### src/design/owo_pkg.sv
`default_nettype none
package owo_pkg;

   localparam int NUM_WHEELS_DEF  = 4;
   localparam int COEF_COUNT      = 8;
   localparam int COEF_W          = 24;
   localparam int CSR_INDEX_W     = 4;
   localparam int CORDIC_STEPS    = 24;
   localparam int STEP_W          = 5;
   localparam int CORDIC_W        = 34;
   localparam int QUEUE_DEPTH     = 2;

   typedef struct packed {
      logic signed [15:0] wheel_speed_0;
      logic signed [15:0] wheel_speed_1;
      logic signed [15:0] wheel_speed_2;
      logic signed [15:0] wheel_speed_3;
      logic        [15:0] elapsed_time;
      logic signed [15:0] heading;
   } req_type;

   typedef struct packed {
      logic signed [31:0] position_x;
      logic signed [31:0] position_y;
      logic signed [31:0] velocity_x;
      logic signed [31:0] velocity_y;
   } rsp_type;

   // Queue entry: the item plus what the front found out about it.
   typedef struct packed {
      req_type item;
      logic    time_zero;
   } job_type;

   typedef struct packed {
      logic valid;
   } queue_ctl_type;

   function automatic logic signed [CORDIC_W-1:0] atan_angle(input logic [STEP_W-1:0] i);
      logic signed [CORDIC_W-1:0] a;
      case (i)
         5'd0:    a = 34'sd536870912;
         5'd1:    a = 34'sd316933406;
         5'd2:    a = 34'sd167458907;
         5'd3:    a = 34'sd85004756;
         5'd4:    a = 34'sd42667331;
         5'd5:    a = 34'sd21354465;
         5'd6:    a = 34'sd10679838;
         5'd7:    a = 34'sd5340245;
         5'd8:    a = 34'sd2670163;
         5'd9:    a = 34'sd1335087;
         5'd10:   a = 34'sd667544;
         5'd11:   a = 34'sd333772;
         5'd12:   a = 34'sd166886;
         5'd13:   a = 34'sd83443;
         5'd14:   a = 34'sd41722;
         5'd15:   a = 34'sd20861;
         5'd16:   a = 34'sd10430;
         5'd17:   a = 34'sd5215;
         5'd18:   a = 34'sd2608;
         5'd19:   a = 34'sd1304;
         5'd20:   a = 34'sd652;
         5'd21:   a = 34'sd326;
         5'd22:   a = 34'sd163;
         5'd23:   a = 34'sd81;
         default: a = '0;
      endcase
      return a;
   endfunction

endpackage
`default_nettype wire

### src/design/owo_cordic.sv
`default_nettype none
module owo_cordic (
   input  wire logic               clock,
   input  wire logic               reset,
   input  wire logic               start,
   input  wire logic signed [15:0] heading,
   output logic                    busy,
   output logic signed [31:0]      cos_out,
   output logic signed [31:0]      sin_out
);
   import owo_pkg::*;

   logic signed [CORDIC_W-1:0] x_ff, y_ff, z_ff, z0;
   logic signed [CORDIC_W-1:0] dx, dy, ang, ncos, nsin;
   logic [STEP_W-1:0] step_ff;
   logic busy_ff, flip_ff, flip0;

   always_comb begin
      z0    = {{(CORDIC_W-32){heading[15]}}, heading, 16'd0};
      flip0 = 1'b0;
      if (heading > 16'sd16384) begin
         z0    = z0 - (CORDIC_W'(1) <<< 31);
         flip0 = 1'b1;
      end else if (heading < -16'sd16384) begin
         z0    = z0 + (CORDIC_W'(1) <<< 31);
         flip0 = 1'b1;
      end
      dx   = y_ff >>> step_ff;
      dy   = x_ff >>> step_ff;
      ang  = atan_angle(step_ff);
      ncos = flip_ff ? -x_ff : x_ff;
      nsin = flip_ff ? -y_ff : y_ff;
   end

   assign busy    = busy_ff;
   assign cos_out = ncos[31:0];
   assign sin_out = nsin[31:0];

   always_ff @(posedge clock) begin
      if (start) begin
         x_ff    <= CORDIC_W'(652032874);
         y_ff    <= '0;
         z_ff    <= z0;
         flip_ff <= flip0;
         step_ff <= '0;
      end else if (busy_ff) begin
         if (!z_ff[CORDIC_W-1]) begin
            x_ff <= x_ff - dx;
            y_ff <= y_ff + dy;
            z_ff <= z_ff - ang;
         end else begin
            x_ff <= x_ff + dx;
            y_ff <= y_ff - dy;
            z_ff <= z_ff + ang;
         end
         step_ff <= step_ff + 1'b1;
      end
      if (reset) begin
         busy_ff <= 1'b0;
      end else if (start) begin
         busy_ff <= 1'b1;
      end else if (busy_ff && step_ff == STEP_W'(CORDIC_STEPS - 1)) begin
         busy_ff <= 1'b0;
      end
   end
endmodule
`default_nettype wire

### config.mk
export PLATFORM = sky130hd
export DESIGN_NAME = owo_cordic
export DESIGN_NICKNAME = d
export VERILOG_FILES = /design/src/design/owo_pkg.sv /design/src/design/owo_cordic.sv
export SDC_FILE = /design/constraint.sdc
export NUM_CORES = 1
export LEC_CHECK = 0
export BUFFER_PORTS_ARGS = -buffer_cell sky130_fd_sc_hd__buf_4
export CORE_ASPECT_RATIO = 1.2
export CORE_MARGIN = 4
export CORE_UTILIZATION = 55
export CTS_BUF_LIST = sky130_fd_sc_hd__clkbuf_8 sky130_fd_sc_hd__clkbuf_16
export DETAILED_ROUTE_END_ITERATION = 10
export GPL_TIMING_DRIVEN = 0
export PLACE_DENSITY = 0.82
export SLEW_MARGIN = 30
export SYNTH_ARGS = -nofsm -noshare
export SYNTH_HDL_FRONTEND = slang
export SYNTH_SLANG_ARGS = --single-unit
### constraint.sdc
create_clock -name clock -period 8.8 [get_ports clock]
set_clock_uncertainty 0.05 [all_clocks]
set_input_delay 1.32 -clock clock [delete_from_list [all_inputs] [get_ports clock]]
set_output_delay 1.32 -clock clock [all_outputs]
set_load 0.01 [all_outputs]
==> summary.md <==
| Metric | Value |
|---|---|
| Vias | `19900` |
| Yosys reg bits | `139` |
| Die W | `176 um` |
| Post-Synthesis Cell Area | `18600 um^2` |
| Clk_lat worst skew | `0.48 ns` |
| Height of the die | `210 um` |
| Setup TNS | `0 ns` |
| Initial Util | `0.560` |
| Layout area overhead | `9.78%` |
| Main synth FF type | `dfxtp_1` |
| Worst Setup EP | `y_ff[33]` |
| Relative slew slack | `0.226` |
| Fillers | `2916` |
| IO Pins | `84` |
| Min Tclk post-route | `8.66 ns` |
| Row count | `73` |
| Final layout net count | `2528` |
| Final setup vio count | `0` |
| Total setup buffers inserted after CTS | `0` |
| GR Overflow Total | `0` |
| Peak Freq | `0.115 GHz` |
| Fin area | `20400 um^2` |
| Final Hold Violating Endpoints | `0` |
| WL met1 | `29300 um` |
| Worst r2r src | `step_ff[3]` |
| Period Utilization, post-route | `0.984` |
| Die area | `36900 um^2` |
| Status | `completed` |
| Fraction of registers with async set/reset | `0` |
| CTS Root Cell | `clkbuf_16` |
| Inserted Clock Buffers | `17` |
| Met2 WL | `38000 um` |
| Reg area | `3130 um^2` |
| Most frequent cell after synthesis | `nor2_1` |
| Largest net degree at the start of global routing | `35` |
| Core Area | `33200 um^2` |
| DR WL/cell | `29.5 um` |
| Share of layout cells above drive strength 1 | `0.132` |
| Reg2reg end | `y_ff[33]` |
| Worst path required time | `9.12 ns` |
| Post-DP HPWL | `64400 um` |
| Actual slew at the worst max-slew pin | `1.15 ns` |
| Critical path fanouts, max | `10` |
| Detail Route Antenna Nets | `0` |
| Detailed Route WL | `84500 um` |
| Port Buffers | `83` |
| Post-DP Area | `19800 um^2` |
| Pwr Density | `446 nW/um^2` |
| RSZ-0062 raised after global routing | `no` |
| Tot GR Track Use | `0.445` |
| Initial antenna violation count | `1` |
| Top sig layer | `met4` |
| CTS tree | `done` |
| R2r setup slk | `0.14 ns` |
| Worst setup path startpoint | `step_ff[3]` |
| Met3 wire len | `8400 um` |
| Drt pass-1 iters | `6` |
| Final GP Congestion | `1.08` |
| Post-synthesis cell count | `2290` |
| Average size of a mapped cell | `8.13 um^2` |
| Area of the multi-input gates | `14300 um^2` |
| Seq/Total Area, Yosys | `0.168` |
| Vias in the first global route | `19200` |
| Clk slew on worst S/H paths | `0.07 ns` |
| Clk buf depth | `2` |
| Post-synth top area cell | `dfxtp_1` |
| First-pass GRT wire length | `123000 um` |
| Setup Crit Path Kind | `reg2reg` |
| Initial DRC count | `2546` |
| Reg2reg path depth | `26` |
| Total power | `9110 uW` |
| Max-cap violations | `0` |
| CP Launch Type | `register` |
| Crit. End Element | `register` |
| Top cells by area, synth | `dfxtp_1, mux4_2, ha_1` |
| Crit path DAT | `8.98 ns` |
| Number of synthesis warnings | `0` |
| Top cells by count, synth | `nor2_1, nand2_1, a21oi_1` |
| Drt via density | `6.96` |
| Max rail drop VDD | `0.277 mV` |
| Final slew viol count | `0` |
| Synth unique cells | `97` |
| DRC viols | `0` |
| Leak | `0.00849 uW` |
| Worst hold path type | `reg2reg` |
| Post-synth EDFFs | `35` |
| Syn_nets | `2424` |
| Clock Sinks | `139` |
| H-tree levels | `4` |
| Post-synth top area share | `0.112` |
[critical path: stages (launching register included)]
cell and delay, ns:
dfxtp_1 0.31, clkbuf_1 0.46, buf_2 0.45, buf_2 0.42, buf_4 0.31, mux4_2 0.34, nand2_1 0.08, nand2_1 0.09
a222oi_1 0.80, nand4_1 0.33, or4_4 0.60, nand2b_1 0.20, nor3_2 0.42, a21oi_1 0.16, xnor2_1 0.38, ha_1 0.37
and3_1 0.23, and2_1 0.17, and2_1 0.14, o21ai_0 0.15, o41a_1 0.33, o21ai_0 0.31, a221o_1 0.45, a31oi_1 0.29
nand2_1 0.09, mux2_4 0.29, mux2_4 0.29
[area by class of cell]
class	count	share of cell area
Antenna cell	1	0.000122
Buffer	175	0.0475
Clock buffer	18	0.0220
Clock inverter	14	0.00685
Inverter	56	0.0103
Multi-Input combinational cell	1920	0.701
Sequential cell	139	0.153
Tap cell	450	0.0275
Timing Repair Buffer	85	0.0311
[metrics by stage]
step / utilization / std cells / hold WS, ns / worst slack (ns)
after floorplan: - / 2290 / 0.434 / 2.51
after global placement: 0.596 / 2823 / 0.486 / 0.376
after detailed placement: 0.597 / 2825 / 0.500 / 0.286
after CTS: 0.615 / 2857 / 0.518 / 0.224
after global routing: 0.615 / 2857 / 0.561 / 0.0520
final: 0.615 / 2858 / 0.533 / 0.136
[cells by family (layout without fill, tap and decap cells)]
| kind of cell | count (synthesis) | in the layout | synth area share |
|---|---|---|---|
| other | 0 | 1 | 0 |
| AND/OR/NAND/NOR | 740 | 740 | 0.192 |
| AO/OA/AOI/OAI | 625 | 625 | 0.220 |
| multiplexers | 209 | 209 | 0.170 |
| XOR/XNOR | 231 | 231 | 0.109 |
| buffers and inverters | 231 | 348 | 0.0627 |
| adder cells (fa/ha/maj) | 115 | 115 | 0.0785 |
| flip-flops | 139 | 139 | 0.168 |
[sequential cells by signal, summed over array words and instances (netlist names)]
name     cells
x_ff        34
y_ff        34
z_ff        34
ang         30
step_ff      5
busy         1
flip_ff      1
[metal layers]
layer	global-route usage	vias up
met4	0.365	0
li1	-	8694
met5	0	-
met3	0.105	398
met2	0.711	1367
met1	0.504	9442
[cells in the final DEF (no fill, tap or decap), drive strengths merged, types with 77 or more instances in the layout]
master / netlist / layout
buf: 65 / 149
ha: 112 / 112
a21oi: 155 / 155
mux2i: 90 / 90
nor2: 222 / 222
xor2: 84 / 84
o21ai: 129 / 129
nand2: 216 / 216
xnor2: 147 / 147
mux4: 77 / 77
clkbuf: 110 / 129
dfxtp: 104 / 104
[worst min-delay path by stage]
stage                        from  endpoint  slack (ns)  cells after the start
final                     y_ff[1]   y_ff[1]        0.53                      2
after global routing      y_ff[0]   y_ff[0]        0.56                      2
after CTS                 y_ff[0]   y_ff[0]        0.52                      2
after detailed placement  y_ff[0]   y_ff[0]        0.50                      2
after global placement    y_ff[0]   y_ff[0]        0.49                      2
after floorplan           y_ff[0]   y_ff[0]        0.43                      2
[power by group]
part	internal, uW	switching (uW)	total [uW]
logic	2980	4280	7260
registers	904	200	1100
clock network	393	357	750
total	4270	4840	9110
[timing repair]
item / in CTS / in global routing
setup endpoints to repair: 0 / 1
resized for setup: 0 / 1
hold buffers: 0 / 0
endpoints found under the hold margin: 0 / 0
(Power assumes the default switching activity.)
