===== src/design/owo_pkg.sv =====
`default_nettype none
package owo_pkg;

   localparam int NUM_WHEELS_DEF  = 4;
   localparam int COEF_COUNT      = 8;
   localparam int COEF_W          = 24;
   localparam int CSR_INDEX_W     = 4;
   localparam int CORDIC_STEPS    = 24;
   localparam int STEP_W          = 5;
   localparam int CORDIC_W        = 34;
   localparam int QUEUE_DEPTH     = 2;

   typedef struct packed {
      logic signed [15:0] wheel_speed_0;
      logic signed [15:0] wheel_speed_1;
      logic signed [15:0] wheel_speed_2;
      logic signed [15:0] wheel_speed_3;
      logic        [15:0] elapsed_time;
      logic signed [15:0] heading;
   } req_type;

   typedef struct packed {
      logic signed [31:0] position_x;
      logic signed [31:0] position_y;
      logic signed [31:0] velocity_x;
      logic signed [31:0] velocity_y;
   } rsp_type;

   // Queue entry: the item plus what the front found out about it.
   typedef struct packed {
      req_type item;
      logic    time_zero;
   } job_type;

   typedef struct packed {
      logic valid;
   } queue_ctl_type;

   function automatic logic signed [CORDIC_W-1:0] atan_angle(input logic [STEP_W-1:0] i);
      logic signed [CORDIC_W-1:0] a;
      case (i)
         5'd0:    a = 34'sd536870912;
         5'd1:    a = 34'sd316933406;
         5'd2:    a = 34'sd167458907;
         5'd3:    a = 34'sd85004756;
         5'd4:    a = 34'sd42667331;
         5'd5:    a = 34'sd21354465;
         5'd6:    a = 34'sd10679838;
         5'd7:    a = 34'sd5340245;
         5'd8:    a = 34'sd2670163;
         5'd9:    a = 34'sd1335087;
         5'd10:   a = 34'sd667544;
         5'd11:   a = 34'sd333772;
         5'd12:   a = 34'sd166886;
         5'd13:   a = 34'sd83443;
         5'd14:   a = 34'sd41722;
         5'd15:   a = 34'sd20861;
         5'd16:   a = 34'sd10430;
         5'd17:   a = 34'sd5215;
         5'd18:   a = 34'sd2608;
         5'd19:   a = 34'sd1304;
         5'd20:   a = 34'sd652;
         5'd21:   a = 34'sd326;
         5'd22:   a = 34'sd163;
         5'd23:   a = 34'sd81;
         default: a = '0;
      endcase
      return a;
   endfunction

endpackage
`default_nettype wire


===== src/design/owo_back.sv =====
`default_nettype none
module owo_back #(
   parameter int NUM_WHEELS = owo_pkg::NUM_WHEELS_DEF
) (
   input  wire logic                clock,
   input  wire logic                reset,
   input  wire logic signed [23:0]  coef [owo_pkg::COEF_COUNT],
   input  wire owo_pkg::queue_ctl_type q_status,
   input  wire owo_pkg::job_type    q_head,
   output logic                     q_pop,
   output logic                     cordic_start,
   output logic signed [15:0]       cordic_heading,
   input  wire logic                cordic_busy,
   input  wire logic signed [31:0]  cos_in,
   input  wire logic signed [31:0]  sin_in,
   output logic                     rsp_valid,
   input  wire logic                rsp_ready,
   output owo_pkg::rsp_type         rsp_data
);
   import owo_pkg::*;

   typedef enum logic [2:0] {
      S_IDLE, S_MAC, S_WAIT, S_ROT, S_RND, S_STEP, S_UPD, S_EMIT
   } state_type;

   localparam logic [3:0] MAC_OPS = 4'(2 * NUM_WHEELS);

   state_type state_ff;
   job_type   job_ff;
   logic [3:0] cnt_ff;
   logic signed [31:0] mul_a, mul_b, bx_ff, by_ff, vx_ff, vy_ff;
   logic signed [63:0] prod_ff;
   logic signed [65:0] acc_a_ff, acc_b_ff, addend, rnd_a, rnd_b;
   logic tag_v_ff, tag_dst_ff, tag_neg_ff, tag_clr_ff;
   logic issue, op_dst, op_neg, op_clr;
   logic signed [31:0] pos_x_ff, pos_y_ff, velh_x_ff, velh_y_ff;
   logic signed [34:0] sum_x, sum_y;
   logic signed [31:0] px_in, py_in;
   logic out_v_ff;
   rsp_type out_ff;
   logic signed [15:0] speed [4];

   function automatic logic signed [31:0] sat32(input logic signed [34:0] v);
      if (v > 35'sd2147483647) return 32'sh7fffffff;
      if (v < -35'sd2147483648) return 32'sh80000000;
      return v[31:0];
   endfunction

   assign speed[0] = job_ff.item.wheel_speed_0;
   assign speed[1] = job_ff.item.wheel_speed_1;
   assign speed[2] = job_ff.item.wheel_speed_2;
   assign speed[3] = job_ff.item.wheel_speed_3;

   // Operand selection for the shared multiplier.
   always_comb begin
      mul_a  = '0;
      mul_b  = '0;
      issue  = 1'b0;
      op_dst = 1'b0;
      op_neg = 1'b0;
      op_clr = 1'b0;
      case (state_ff)
         S_MAC: begin
            issue  = (cnt_ff < MAC_OPS);
            op_dst = cnt_ff[0];
            mul_a  = 32'(coef[{cnt_ff[0], cnt_ff[2:1]}]);
            mul_b  = 32'(speed[cnt_ff[2:1]]);
         end
         S_ROT: begin
            issue  = (cnt_ff < 4'd4);
            op_dst = cnt_ff[1];
            op_clr = !cnt_ff[0];
            op_neg = (cnt_ff[1:0] == 2'd1);
            mul_a  = (cnt_ff[1:0] == 2'd0 || cnt_ff[1:0] == 2'd3) ? cos_in : sin_in;
            mul_b  = (cnt_ff[1:0] == 2'd0 || cnt_ff[1:0] == 2'd2) ? bx_ff : by_ff;
         end
         S_STEP: begin
            issue  = (cnt_ff < 4'd2);
            op_dst = cnt_ff[0];
            op_clr = 1'b1;
            mul_a  = cnt_ff[0] ? vy_ff : vx_ff;
            mul_b  = {16'd0, job_ff.item.elapsed_time};
         end
         default: begin
         end
      endcase
      addend = tag_neg_ff ? -66'(prod_ff) : 66'(prod_ff);
      rnd_a  = acc_a_ff;
      rnd_b  = acc_b_ff;
      sum_x  = 35'(pos_x_ff) + 35'((acc_a_ff + 66'sd32768) >>> 16);
      sum_y  = 35'(pos_y_ff) + 35'((acc_b_ff + 66'sd32768) >>> 16);
      px_in  = sat32(sum_x);
      py_in  = sat32(sum_y);
   end

   assign q_pop          = (state_ff == S_IDLE) && q_status.valid;
   // The heading comes from the captured item, since the queue head has
   // already moved on by the time the rotation unit starts.
   assign cordic_heading = job_ff.item.heading;
   assign rsp_valid      = out_v_ff;
   assign rsp_data       = out_ff;

   always_ff @(posedge clock) begin
      prod_ff    <= mul_a * mul_b;
      tag_dst_ff <= op_dst;
      tag_neg_ff <= op_neg;
      tag_clr_ff <= op_clr;
      if (tag_v_ff) begin
         if (tag_dst_ff)
            acc_b_ff <= (tag_clr_ff ? 66'sd0 : acc_b_ff) + addend;
         else
            acc_a_ff <= (tag_clr_ff ? 66'sd0 : acc_a_ff) + addend;
      end
      if (reset) begin
         state_ff     <= S_IDLE;
         tag_v_ff     <= 1'b0;
         out_v_ff     <= 1'b0;
         cordic_start <= 1'b0;
         cnt_ff       <= '0;
         pos_x_ff     <= '0;
         pos_y_ff     <= '0;
         velh_x_ff    <= '0;
         velh_y_ff    <= '0;
      end else begin
         tag_v_ff     <= issue;
         cordic_start <= 1'b0;
         if (out_v_ff && rsp_ready) out_v_ff <= 1'b0;
         case (state_ff)
            S_IDLE: begin
               if (q_status.valid) begin
                  job_ff       <= q_head;
                  cordic_start <= 1'b1;
                  acc_a_ff     <= '0;
                  acc_b_ff     <= '0;
                  cnt_ff       <= '0;
                  state_ff     <= S_MAC;
               end
            end
            S_MAC: begin
               cnt_ff <= cnt_ff + 1'b1;
               if (cnt_ff == MAC_OPS) state_ff <= S_WAIT;
            end
            S_WAIT: begin
               bx_ff <= 32'((rnd_a + 66'sd2048) >>> 12);
               by_ff <= 32'((rnd_b + 66'sd2048) >>> 12);
               if (!cordic_busy && !cordic_start) begin
                  cnt_ff   <= '0;
                  state_ff <= S_ROT;
               end
            end
            S_ROT: begin
               cnt_ff <= cnt_ff + 1'b1;
               if (cnt_ff == 4'd4) state_ff <= S_RND;
            end
            S_RND: begin
               vx_ff    <= 32'((rnd_a + (66'sd1 <<< 29)) >>> 30);
               vy_ff    <= 32'((rnd_b + (66'sd1 <<< 29)) >>> 30);
               cnt_ff   <= '0;
               state_ff <= S_STEP;
            end
            S_STEP: begin
               cnt_ff <= cnt_ff + 1'b1;
               if (cnt_ff == 4'd2) state_ff <= S_UPD;
            end
            S_UPD: begin
               pos_x_ff <= px_in;
               pos_y_ff <= py_in;
               if (!job_ff.time_zero) begin
                  velh_x_ff <= vx_ff;
                  velh_y_ff <= vy_ff;
               end
               state_ff <= S_EMIT;
            end
            S_EMIT: begin
               if (!out_v_ff || rsp_ready) begin
                  out_ff.position_x <= pos_x_ff;
                  out_ff.position_y <= pos_y_ff;
                  out_ff.velocity_x <= velh_x_ff;
                  out_ff.velocity_y <= velh_y_ff;
                  out_v_ff          <= 1'b1;
                  state_ff          <= S_IDLE;
               end
            end
            default: state_ff <= S_IDLE;
         endcase
      end
   end
endmodule
`default_nettype wire

===== config.mk =====
export PLATFORM = sky130hd
export DESIGN_NAME = owo_back
export DESIGN_NICKNAME = d
export VERILOG_FILES = /design/src/design/owo_pkg.sv /design/src/design/owo_back.sv
export SDC_FILE = /design/constraint.sdc
export NUM_CORES = 2
export LEC_CHECK = 0
export ABC_AREA = 1
export CORE_UTILIZATION = 30
export CTS_CLUSTER_DIAMETER = 150
export DETAILED_ROUTE_END_ITERATION = 10
export DONT_BUFFER_PORTS = 1
export REMOVE_ABC_BUFFERS = 1
export SETUP_SLACK_MARGIN = 0.05
export SLEW_MARGIN = 15
export SYNTH_ARGS = -nofsm -noshare
export SYNTH_HDL_FRONTEND = slang
export SYNTH_SLANG_ARGS = --single-unit

===== constraint.sdc =====
create_clock -name clock -period 20.1 [get_ports clock]
set_clock_uncertainty 0.05 [all_clocks]
set_input_delay 1.005 -clock clock [delete_from_list [all_inputs] [get_ports clock]]
set_output_delay 1.005 -clock clock [all_outputs]
set_load 0.02 [all_outputs]

==> results.tsv <==
stage	metric	value	unit
worst_setup_path	most used cell, CP	inv_1	
clock_tree	CTS Hold Buffers Added	0	
clock_tree	TritonCTS clock tree	yes	
placement	routability congestion estimate	1.04	
min_path	worst min path class	input port to flop	
die	io pins	505	
power	Internal	6680	uW
clock_tree	Clock Tree Buf Depth	3	
routing	Via-to-Cell Ratio	5.15	
timing	Rel. slew slack	1.20	%
timing	Max Clock Freq	80.9	MHz
power	switching power	9580	uW
timing	RSZ-0062 raised after global routing	false	
power	Clk pwr share	9.6	%
die	Initial Util	30.2	%
logic_synthesis	synthesized cell area	80700	sq um
power	Leakage	0.0400	uW
logic_synthesis	post-synth cell types	63	
routing	first-pass detailed-route iteration total	6	
global_route	met2 GRT Util	38.0	%
logic_synthesis	EDFF count, synth	353	
global_route	first-pass GRT wire length	495	mm
clock_tree	post-cts sizing count	0	
finish	register area	17200	sq um
global_route	largest net degree at the start of global routing	114	
finish	fin area	87400	sq um
routing	DRT antenna net count	0	
power	Reg power frac	12.4	%
placement	number of port buffers	0	
worst_setup_path	critical path required time	20.65	ns
timing	Final Hold Viols	0	
worst_setup_path	CP Launch Type	flop	
clock_tree	total CTS buffers	81	
routing	via count	71600	
worst_setup_path	Arr. time, crit path	12.92	ns
finish	Area Overhead vs Synth	8.27	%
timing	worst slew pin tran	1.47	ns
logic_synthesis	Seq/Total Area, Yosys	21.2	%
global_route	met1 usage	33.3	%
finish	most common cell after layout, fill and taps aside	inv_1	
clock_tree	later-pin clock latency in the skew report	0.75	ns
clock_tree	clock-pin slew on the worst setup and hold paths	0.06	ns
job	Max Cap Viol	0	
clock_tree	Sink Count	680	
global_route	initial antenna violation count	65	
global_route	Total Routing Usage GR	25.3	%
worst_setup_path	Crit path largest cell delay	0.94	ns
clock_tree	Post-CTS Setup Bufs	0	
worst_setup_path	slowest cell on the critical path	inv_1	
finish	nets@finish	12100	
logic_synthesis	Post-synth top flop	edfxtp_1	
finish	most frequent cells in the layout	1995 x inv_1, 1718 x nor2_1, 1693 x nand2_1	
run_status	run status	finished, final reports clean	
logic_synthesis	Syn. warnings	0	
global_route	gr busiest metal	met2	
placement	hpwl dp	289	mm
logic_synthesis	ys async rst share	0	%
clock_tree	clk root buf	clkbuf_16	
routing	residual DRC count	0	
clock_tree	H-tree depth	3	
worst_setup_path	WS Path Type	flop to flop	
routing	Starting DRT DRC Count	8419	
die	Die Height	521	um
global_route	vias in the first global route	68000	
die	total core area	268000	sq um
power	power density over the cells	186	nW/um^2
power	peak supply drop	0.281	mV
timing	Pins Over Slew Limit	0	
worst_setup_path	worst-path fanout max	47	
placement	DP Area	84500	sq um
die	num rows	190	
timing	Period minus WS final	12.37	ns
worst_setup_path	Crit. End Element	flop	
global_route	met3 Track Usage GR	5.77	%
power	Comb power frac	78.0	%
routing	Routed WL	349	mm
timing	final worst-path cycle share	61.5	%
die	Die X	521	um
finish	Multi-input gate area	54500	sq um
timing	Finish-stage setup viols	0	
logic_synthesis	Mapped Cells	10400	
finish	Filler cells	28800	
logic_synthesis	Mapped Avg Cell Area	7.74	sq um
logic_synthesis	Synth Register Bits	680	
timing	setup_tns	0	ns
die	Die Footprint	271000	sq um
power	Net Sw Frac	58.9	%
routing	drt wl/cell	25.1	um
finish	layout cells sized above 1	4.06	%
global_route	GRT overflow	0	
[power groups by stage]
stage	Clock, uW	Combinational, uW	Sequential (uW)
floorplan	0	7660	1940
global placement	0	12400	2040
detailed placement	0	12200	2030
CTS	1580	12400	2010
global route	1620	13800	2030
finish	1550	12700	2020
[Yosys cell counts, types with 33 or more instances]
library cell / n / area (sq um)
a21oi_1: 514 / 2570
buf_2: 143 / 716
clkbuf_1: 183 / 687
dfxtp_1: 327 / 6550
edfxtp_1: 353 / 10600
fa_1: 1066 / 21300
ha_1: 386 / 4830
inv_1: 2000 / 7510
nand2_1: 1694 / 6360
nand3_1: 272 / 1360
nand4_1: 66 / 413
nor2_1: 1723 / 6470
nor3_1: 105 / 526
nor4_1: 33 / 206
o211ai_1: 51 / 383
o21ai_0: 637 / 3190
o21bai_1: 44 / 330
o221ai_1: 39 / 342
o22ai_1: 61 / 382
xnor2_1: 90 / 788
xor2_1: 306 / 2680
[kinds of logic after synthesis]
family / after synthesis / synth area share, %
xor gates and xnor gates: 397 / 4.32
muxes: 3 / 0.0418
DFF: 680 / 21.2
AOI/OAI and AO/OA: 1506 / 10.6
and+or+nand+nor: 3986 / 19.9
buffers and inverters: 2403 / 11.6
adders and majority gates: 1452 / 32.4
[worst max-delay path, delay by kind of cell, from the launching register on]
kind | cells | cell delay [ns]
adders and majority gates | 10 | 5.55
buffers and inverters | 13 | 3.23
and+or+nand+nor | 12 | 2.48
DFF | 1 | 0.44
AOI/OAI and AO/OA | 2 | 0.34
[registers in the layout, summed over array words and instances (netlist names), 62 cells and up]
name / flops
acc_a_ff: 62
acc_b_ff: 62
job_ff: 81
rsp_data: 128
prod_ff: 62
[per-stage QoR]
stage	utilization [%]	std cells	setup slack (ns)	power (uW)	hold slack [ns]
global placement	31.6	13700	8.01	14400	0.359
global route	32.6	13900	7.40	17500	0.298
detailed placement	31.6	13700	8.03	14300	0.362
CTS	32.6	13900	7.94	16000	0.262
finish	32.7	13900	7.73	16300	0.303
floorplan	-	10100	6.71	9610	0.353
[layer usage]
metal / vias to the layer above / wire length (um)
li1: 32000 / -
met1: 35100 / 141000
met2: 3846 / 150000
met3: 628 / 36600
met4: 20 / 22000
met5: - / 137
[cell type report]
| cell class | count | share of cell area, % |
|---|---|---|
| clock inverter | 51 | 0.614 |
| antenna | 46 | 0.132 |
| sequential | 680 | 19.6 |
| inverter | 2038 | 8.77 |
| multi-input combinational | 7344 | 62.3 |
| clock buffer | 100 | 2.54 |
| tap | 3552 | 5.08 |
| timing repair buffer | 107 | 0.919 |
[path summary, 6_finish.rpt]
| path | cells after the start | end | startpoint | slack, ns |
|---|---|---|---|---|
| max | 37 | prod_ff[56]$_DFF_P_ | cnt_ff[0]$_SDFFE_PP0P_ | 7.73 |
| min | 0 | job_ff[78]$_DFFE_PP_ | q_head[78] | 0.30 |
| min reg2reg | 0 | rsp_data[29]$_DFFE_PP_ | velh_y_ff[29]$_SDFFE_PP0P_ | 0.38 |
| max reg2reg | 37 | prod_ff[56]$_DFF_P_ | cnt_ff[0]$_SDFFE_PP0P_ | 7.73 |
Note: power is estimated with default switching activity, not from simulation.
