<file path="src/design/owo_pkg.sv">
`default_nettype none
package owo_pkg;

   localparam int NUM_WHEELS_DEF  = 4;
   localparam int COEF_COUNT      = 8;
   localparam int COEF_W          = 24;
   localparam int CSR_INDEX_W     = 4;
   localparam int CORDIC_STEPS    = 24;
   localparam int STEP_W          = 5;
   localparam int CORDIC_W        = 34;
   localparam int QUEUE_DEPTH     = 2;

   typedef struct packed {
      logic signed [15:0] wheel_speed_0;
      logic signed [15:0] wheel_speed_1;
      logic signed [15:0] wheel_speed_2;
      logic signed [15:0] wheel_speed_3;
      logic        [15:0] elapsed_time;
      logic signed [15:0] heading;
   } req_type;

   typedef struct packed {
      logic signed [31:0] position_x;
      logic signed [31:0] position_y;
      logic signed [31:0] velocity_x;
      logic signed [31:0] velocity_y;
   } rsp_type;

   // Queue entry: the item plus what the front found out about it.
   typedef struct packed {
      req_type item;
      logic    time_zero;
   } job_type;

   typedef struct packed {
      logic valid;
   } queue_ctl_type;

   function automatic logic signed [CORDIC_W-1:0] atan_angle(input logic [STEP_W-1:0] i);
      logic signed [CORDIC_W-1:0] a;
      case (i)
         5'd0:    a = 34'sd536870912;
         5'd1:    a = 34'sd316933406;
         5'd2:    a = 34'sd167458907;
         5'd3:    a = 34'sd85004756;
         5'd4:    a = 34'sd42667331;
         5'd5:    a = 34'sd21354465;
         5'd6:    a = 34'sd10679838;
         5'd7:    a = 34'sd5340245;
         5'd8:    a = 34'sd2670163;
         5'd9:    a = 34'sd1335087;
         5'd10:   a = 34'sd667544;
         5'd11:   a = 34'sd333772;
         5'd12:   a = 34'sd166886;
         5'd13:   a = 34'sd83443;
         5'd14:   a = 34'sd41722;
         5'd15:   a = 34'sd20861;
         5'd16:   a = 34'sd10430;
         5'd17:   a = 34'sd5215;
         5'd18:   a = 34'sd2608;
         5'd19:   a = 34'sd1304;
         5'd20:   a = 34'sd652;
         5'd21:   a = 34'sd326;
         5'd22:   a = 34'sd163;
         5'd23:   a = 34'sd81;
         default: a = '0;
      endcase
      return a;
   endfunction

endpackage
`default_nettype wire

</file>
<file path="src/design/owo_front.sv">
`default_nettype none
module owo_front (
   input  wire logic             clock,
   input  wire logic             reset,
   input  wire logic             req_valid,
   output logic                  req_ready,
   input  wire owo_pkg::req_type req_data,
   output owo_pkg::queue_ctl_type q_status,
   input  wire logic             q_pop,
   output owo_pkg::job_type      q_head
);
   import owo_pkg::*;

   job_type mem_ff [QUEUE_DEPTH];
   logic    wr_ptr_ff, wr_ptr_in;
   logic    rd_ptr_ff, rd_ptr_in;
   logic [1:0] count_ff, count_in;
   logic    push;

   assign req_ready = (count_ff != 2'(QUEUE_DEPTH));
   assign push      = req_valid && req_ready;
   assign q_status.valid = (count_ff != 2'd0);
   assign q_head = mem_ff[rd_ptr_ff];

   always_comb begin
      wr_ptr_in = push ? ~wr_ptr_ff : wr_ptr_ff;
      rd_ptr_in = q_pop ? ~rd_ptr_ff : rd_ptr_ff;
      count_in  = count_ff + {1'b0, push} - {1'b0, q_pop};
   end

   always_ff @(posedge clock) begin
      if (push) begin
         mem_ff[wr_ptr_ff].item      <= req_data;
         mem_ff[wr_ptr_ff].time_zero <= (req_data.elapsed_time == 16'd0);
      end
      if (reset) begin
         wr_ptr_ff <= 1'b0;
         rd_ptr_ff <= 1'b0;
         count_ff  <= 2'd0;
      end else begin
         wr_ptr_ff <= wr_ptr_in;
         rd_ptr_ff <= rd_ptr_in;
         count_ff  <= count_in;
      end
   end
endmodule
`default_nettype wire

</file>
<file path="config.mk">
export PLATFORM = sky130hd
export DESIGN_NAME = owo_front
export DESIGN_NICKNAME = d
export VERILOG_FILES = /design/src/design/owo_pkg.sv /design/src/design/owo_front.sv
export SDC_FILE = /design/constraint.sdc
export NUM_CORES = 1
export LEC_CHECK = 0
export BUFFER_PORTS_ARGS = -buffer_cell sky130_fd_sc_hd__buf_2
export CORE_MARGIN = 3
export CORE_UTILIZATION = 35
export DETAILED_ROUTE_END_ITERATION = 10
export PLACE_DENSITY_LB_ADDON = 0.05
export SYNTH_ARGS = -nofsm -noshare
export SYNTH_HDL_FRONTEND = slang
export SYNTH_SLANG_ARGS = --single-unit
</file>
<file path="constraint.sdc">
create_clock -name clock -period 5.7 [get_ports clock]
set_input_delay 0.285 -clock clock [delete_from_list [all_inputs] [get_ports clock]]
set_output_delay 0.285 -clock clock [all_outputs]
set_load 0.01 [all_outputs]
</file>
==> results of run 1 <==
[stage by stage]
| stage | cell area [µm²] | hold slack (ns) | setup WS [ns] | utilization |
|---|---|---|---|---|
| floorplan | 7287 | 0.3541 | 2.336 | - |
| global placement | 8569 | 0.4736 | 3.254 | 0.4208 |
| detailed placement | 8569 | 0.4765 | 3.268 | 0.4208 |
| CTS | 9158 | 0.01846 | 2.801 | 0.4497 |
| global route | 9160 | 0.01873 | 2.699 | 0.4498 |
| finish | 9163 | 0.04485 | 2.886 | 0.4499 |
[how the worst max path moves through the flow]
stage	startpoint	cells after the start	endpoint
after detailed placement	count_ff[0]$_SDFF_PP0_	4	mem_ff[0][49]$_DFFE_PP_
after floorplan	count_ff[0]$_SDFF_PP0_	2	mem_ff[1][0]$_DFFE_PP_
after global placement	register	3	q_head[62]
final	register	3	q_head[96]
after global routing	register	3	q_head[96]
after CTS	register	3	q_head[96]
[per-layer routing]
layer / part of all wire / global-route usage / vias to the layer above
met5: 0.0016 / 0 / -
met4: 0.017 / 0.05169 / 4
met3: 0.063 / 0.04244 / 21
met2: 0.50 / 0.2007 / 115
met1: 0.42 / 0.1536 / 1843
li1: - / - / 1753
[cells in the final DEF, fill, tap and decap left out, drive strengths merged]
| cell type | count |
|---|---|
| nor2b | 1 |
| and4 | 1 |
| inv | 10 |
| clkbuf | 17 |
| clkinvlp | 2 |
| nor4 | 4 |
| nand2 | 1 |
| or2 | 1 |
| clkinv | 6 |
| bufinv | 1 |
| nand2b | 1 |
| nand4 | 2 |
| or4b | 1 |
| edfxtp | 194 |
| mux2 | 97 |
| and3 | 1 |
| dfxtp | 5 |
| nand3b | 1 |
| a21oi | 1 |
| xnor2 | 2 |
| diode | 2 |
| a21boi | 1 |
| ha | 1 |
| nand4b | 1 |
| a2111oi | 1 |
| a21bo | 1 |
| buf | 201 |
| nor2 | 3 |
[registers in the layout (all words and copies together) (netlist names), named ones only]
signal / flops
mem_ff: 194
count_ff: 2
rd_ptr_ff: 1
wr_ptr_ff: 1
[worst reg2reg max path: cells and delay by family (launching register included)]
| kind | cells | cell delay [ns] |
|---|---|---|
| AND/OR/NAND/NOR | 2 | 0.87 |
| buffers and inverters | 1 | 0.69 |
| flip-flops | 1 | 0.36 |
[layout make-up]
cell class	count	share of cell area
clock buffers	17	0.04643
diodes	2	0.0005462
clock inverters	15	0.01775
repair buffers	201	0.1106
flip-flops and latches	199	0.6471
inverters	4	0.001912
multi-input cells	122	0.1387
well taps	270	0.03687
[cell usage after synthesis (2+ instances only)]
| cell | number | area [µm²] |
|---|---|---|
| edfxtp_1 | 194 | 5826 |
| mux2_2 | 67 | 754.5 |
| mux2_1 | 30 | 337.8 |
| buf_2 | 7 | 35.03 |
| dfxtp_1 | 5 | 100.1 |
| buf_6 | 4 | 45.04 |
| inv_1 | 4 | 15.01 |
| nor4_1 | 4 | 25.02 |
| nor2_1 | 3 | 11.26 |
| nand4_1 | 2 | 12.51 |
| xnor2_1 | 2 | 17.52 |
[power by group]
part,internal [W],switching (W),total [W]
Combinational,0.000179,0.000228,0.000408
Clock,0.000622,0.000553,0.00118
Sequential,0.00175,0.0000375,0.00179
[kinds of logic after synthesis]
group | after synthesis
buffers and inverters | 15
XOR/XNOR | 2
AO/OA/AOI/OAI | 4
adder cells (fa/ha/maj) | 1
multiplexers | 97
flip-flops | 199
AND/OR/NAND/NOR | 18
==> impl_metrics.yaml, run 1 <==
sta:
  fin_tns_setup_ns: 0
  rsz0062_at_grt: "no"
  finalSetupViolations: 0
  max_freq_ghz: 0.3554
  skew_ns: 0.007318
  maxSlewViolCount: 0
  period_needed_ns: 2.814
  relSlewSlack: 0.4745
  hold_viol: 0
  tightest_slew_ns: 0.7883
  final.period_utilization: 0.4936
die:
  coreArea_um2: 20360
  row_count: 52
  die_y_um: 150.3
  die_w_um: 150.3
  initial_core_util: 0.3578
  ioPinCount: 199
  die_area_um2: 22590
cts:
  cts_made_buffers: 17
  cts_buffer_depth: 2
  clock-sinks: 199
  cts_tree: "yes"
  clock-root-buffer: "clkbuf_16"
  path_clk_slew_ns: 0.07
  ctsHoldBuffers: 0
  cts_setup_buffers: 0
  cts_resized: 0
  h-tree-depth: 4
  clkLatencyLatePin_ns: 0.42
placement:
  dp.cells: 796
  numPortBuffers: 198
  dp_hpwl_mm: 9.393
  place_congestion: 0.6871
detailed_routing:
  drtIter0Drc: 162
  drc_errors: 0
  ant_nets: 0
  viasPerCell: 4.501
  first_pass_iters: 4
  vias: 3736
  wl_mm: 14.33
  wl_per_cell_um: 17.27
yosys:
  synth_seq_cells: 199
  synth_area_um2: 7287
  synth-xor-area-share: 0.002404
  synth_edf_count: 194
  ys_warn_count: 0
  ys_types: 25
  synth_area_per_cell_um2: 21.69
  synthMuxAreaShare: 0.1499
  synth-simple-area-share: 0.01545
  synth_top_family_by_area: "multiplexers"
  async_reset_ff_frac: 0
  synth_top_flop_cell: "edfxtp_1"
  synthesis.nets: 437
  syn_inst: 336
  ys_seq_area_frac: 0.8132
  synth_compound_area_frac: 0.004293
  synth_fa_ha_area_frac: 0.001717
run_status:
  status: "complete, no violations"
power_and_ir_drop:
  power_density_nw_per_um2: 367.9
  ir_drop_mv: 0.2093
  leakage_nw: 3.375
  p_total_w: 0.003371
worst_hold_path:
  hold_class: "primary input to register"
  hold_depth: 1
  hold_start: "req_data[34]"
  hold_end: "mem_ff[0][35]$_DFFE_PP_"
layout:
  final_cells: 830
  nNetsFinal: 646
  regArea_um2: 5929
  fillCellCount: 1808
  layout-drive-gt1-share: 0.5448
  area_growth_pct: 25.74
  multi_input_area_um2: 1271
critical_path:
  rr_endpoint: "mem_ff[1][68]$_DFFE_PP_"
  cp.required_ns: 5.41
  path_cells: "buf_4, mux2_2, buf_2"
  reg2reg_slack_ns: 3.35
  crit_path_end_kind: "primary output"
  start_kind: "register"
  cp_max_fo: 52
  crit_path_max_incr_delay_ns: 0.76
  worst-path-buf-inv: 2
  reg2reg_depth: 3
  cp.arrival_ns: 2.53
  critical_path_class: "register to primary output"
  path_delay_family: "buffers and inverters"
  rr_startpoint: "count_ff[0]$_SDFF_PP0_"
  critical-path-slowest-cell: "dfxtp_4"
grt:
  grt_max_degree: 57
  grt_overflow: 0
  grt_pass1_vias: 3834
  antenna_found_initial: 3
  grtUsageTotal: 0.1245
  grt_pass1_wl_mm: 20.91
job:
  maxCapViolations: 0
(Power assumes the default switching activity.)
==> inputs of run 2 (changes only) <==
clock period = 2.8 ns   (was 5.7 ns; I/O delays follow)
==> run 2 against run 1 <==
Against the previous run: worst setup slack worse by 2.0 ns; register-to-register slack worse by 2.4 ns; via count is 10% higher; critical path depth stayed put; worst hold slack better by 0.040 ns; count of clock-buffer cells in the layout is 3 higher; die area stayed put; largest cell class unchanged.
==> impl_metrics.yaml, run 2 (same netlist as run 1, synthesis figures left out) <==
cts:
  h-tree-depth: 4
  clock-root-buffer: "clkbuf_16"
  cts_buffer_depth: 2
  clock-sinks: 199
  cts_setup_buffers: 0
  cts_resized: 0
  ctsHoldBuffers: 97
  cts_made_buffers: 17
  cts_tree: "yes"
  clkLatencyLatePin_ns: 0.41
  path_clk_slew_ns: 0.06
detailed_routing:
  drtIter0Drc: 200
  wl_per_cell_um: 16.07
  drc_errors: 0
  ant_nets: 0
  viasPerCell: 4.417
  first_pass_iters: 4
  vias: 4112
  wl_mm: 14.96
sta:
  max_freq_ghz: 0.5152
  tightest_slew_ns: 0.6671
  skew_ns: 0.005832
  final.period_utilization: 0.6931
  period_needed_ns: 1.941
  finalSetupViolations: 0
  fin_tns_setup_ns: 0
  maxSlewViolCount: 0
  fin_ws_ns: 0.8592
  relSlewSlack: 0.5552
  rsz0062_at_grt: "no"
  hold_viol: 0
die:
  coreArea_um2: 20360
  row_count: 52
  die_y_um: 150.3
  die_w_um: 150.3
  ioPinCount: 199
  die_area_um2: 22590
  initial_core_util: 0.3578
power_and_ir_drop:
  p_total_w: 0.006943
  power_density_nw_per_um2: 681.6
  ir_drop_mv: 0.3659
  leakage_nw: 3.810
layout:
  nNetsFinal: 749
  fin_area_um2: 10190
  antennaDiodeCount: 0
  final_cell_mix: "buf_2 (198), edfxtp_1 (194), dlygate4sd3_1 (97), mux2_2 (67), mux2_1 (30)"
  reg_top3: "mem_ff x194, count_ff x2"
  largest_reg_flops: 194
  regMostFlops: "mem_ff"
  fillCellCount: 1740
  layout-drive-gt1-share: 0.4644
  final_common_cell: "buf_2"
  area_growth_pct: 39.80
placement:
  numPortBuffers: 198
  place_congestion: 0.6881
  dp_slack_ns: 1.001
  dpl_cell_area_um2: 8653
  dp_hpwl_mm: 9.613
grt:
  antenna_found_initial: 0
  grt_pass1_wl_mm: 22.85
  grt_overflow: 0
  use_met3: 0.04124
  use_met2: 0.2234
  use_met1: 0.1659
  grt_max_degree: 61
  busiest_layer: "met2"
  grtUsageTotal: 0.1333
  grt_pass1_vias: 4396
critical_path:
  reg2reg_depth: 4
  cp.required_ns: 2.66
  path_cells: "buf_4, mux2_2, buf_2"
  cp_num_cells: 3
  reg2reg_slack_ns: 1.00
  rr_endpoint: "mem_ff[0][90]$_DFFE_PP_"
  cp.arrival_ns: 1.80
  crit_path_end_kind: "primary output"
  critical_path_class: "register to primary output"
  cp_max_fo: 37
  worst-path-buf-inv: 2
  crit_path_max_incr_delay_ns: 0.46
  start_kind: "register"
  endpoint: "q_head[65]"
  rr_startpoint: "count_ff[0]$_SDFF_PP0_"
  critical-path-slowest-cell: "buf_4"
  path_delay_family: "buffers and inverters"
job:
  maxCapViolations: 0
run_status:
  status: "complete, no violations"
worst_hold_path:
  hold_class: "primary input to register"
  hold_depth: 3
[run 2: changes by cell type in the layout (fill, tap and decap cells not counted), sizes merged]
| cell | delta |
|---|---|
| dlygate4sd3 | +97 |
| buf | +6 |
| inv | -5 |
| clkbuf | +3 |
| diode | -2 |
| bufinv | +1 |
| clkinv | +1 |
[run 2: how the worst min path moves through the flow]
stage,slack (ns),to,start
finish,0.09,rd_ptr_ff$_SDFFE_PP0P_,q_pop
global route,0.06,count_ff[1]$_SDFF_PP0_,q_pop
CTS,0.06,count_ff[1]$_SDFF_PP0_,q_pop
detailed placement,0.33,mem_ff[0][59]$_DFFE_PP_,req_data[58]
global placement,0.33,mem_ff[0][49]$_DFFE_PP_,req_data[48]
floorplan,0.21,wr_ptr_ff$_SDFFE_PP0P_,reset
[run 2: power breakdown]
| part | internal (W) | switching (W) | leakage [nW] |
|---|---|---|---|
| Sequential | 0.00356 | 0.0000512 | 1.85 |
| Clock | 0.00132 | 0.00102 | 0.276 |
| Combinational | 0.000477 | 0.000522 | 1.68 |
| Total | 0.00535 | 0.00159 | 3.81 |
[run 2: layout make-up]
type	instances	area [µm²]	share of cell area
clock buffers	20	436.7	0.04286
clock inverters	12	126.4	0.01240
inverters	4	18.77	0.001842
multi-input cells	122	1271	0.1248
flip-flops and latches	199	5929	0.5820
well taps	270	337.8	0.03316
repair buffers	304	2067	0.2029
[run 2: tightest hold or removal path, delay by kind of cell]
family | cells | cell delay, ns
AND/OR/NAND/NOR | 1 | 0.08
buffers and inverters | 1 | 0.15
XOR/XNOR | 1 | 0.10
[run 2: per-stage QoR]
stage | util | hold slack [ns] | instances
after floorplan | - | 0.2091 | 336
after global placement | 0.4249 | 0.3276 | 802
after detailed placement | 0.4249 | 0.3313 | 802
after CTS | 0.5002 | 0.05850 | 931
after global routing | 0.5002 | 0.06247 | 931
final | 0.5002 | 0.08505 | 931
[run 2: per-layer routing]
metal | up-vias | wire [µm]
met4 | 0 | 131
li1 | 1959 | -
met2 | 115 | 7488
met1 | 2029 | 6393
met5 | - | 0
met3 | 9 | 950
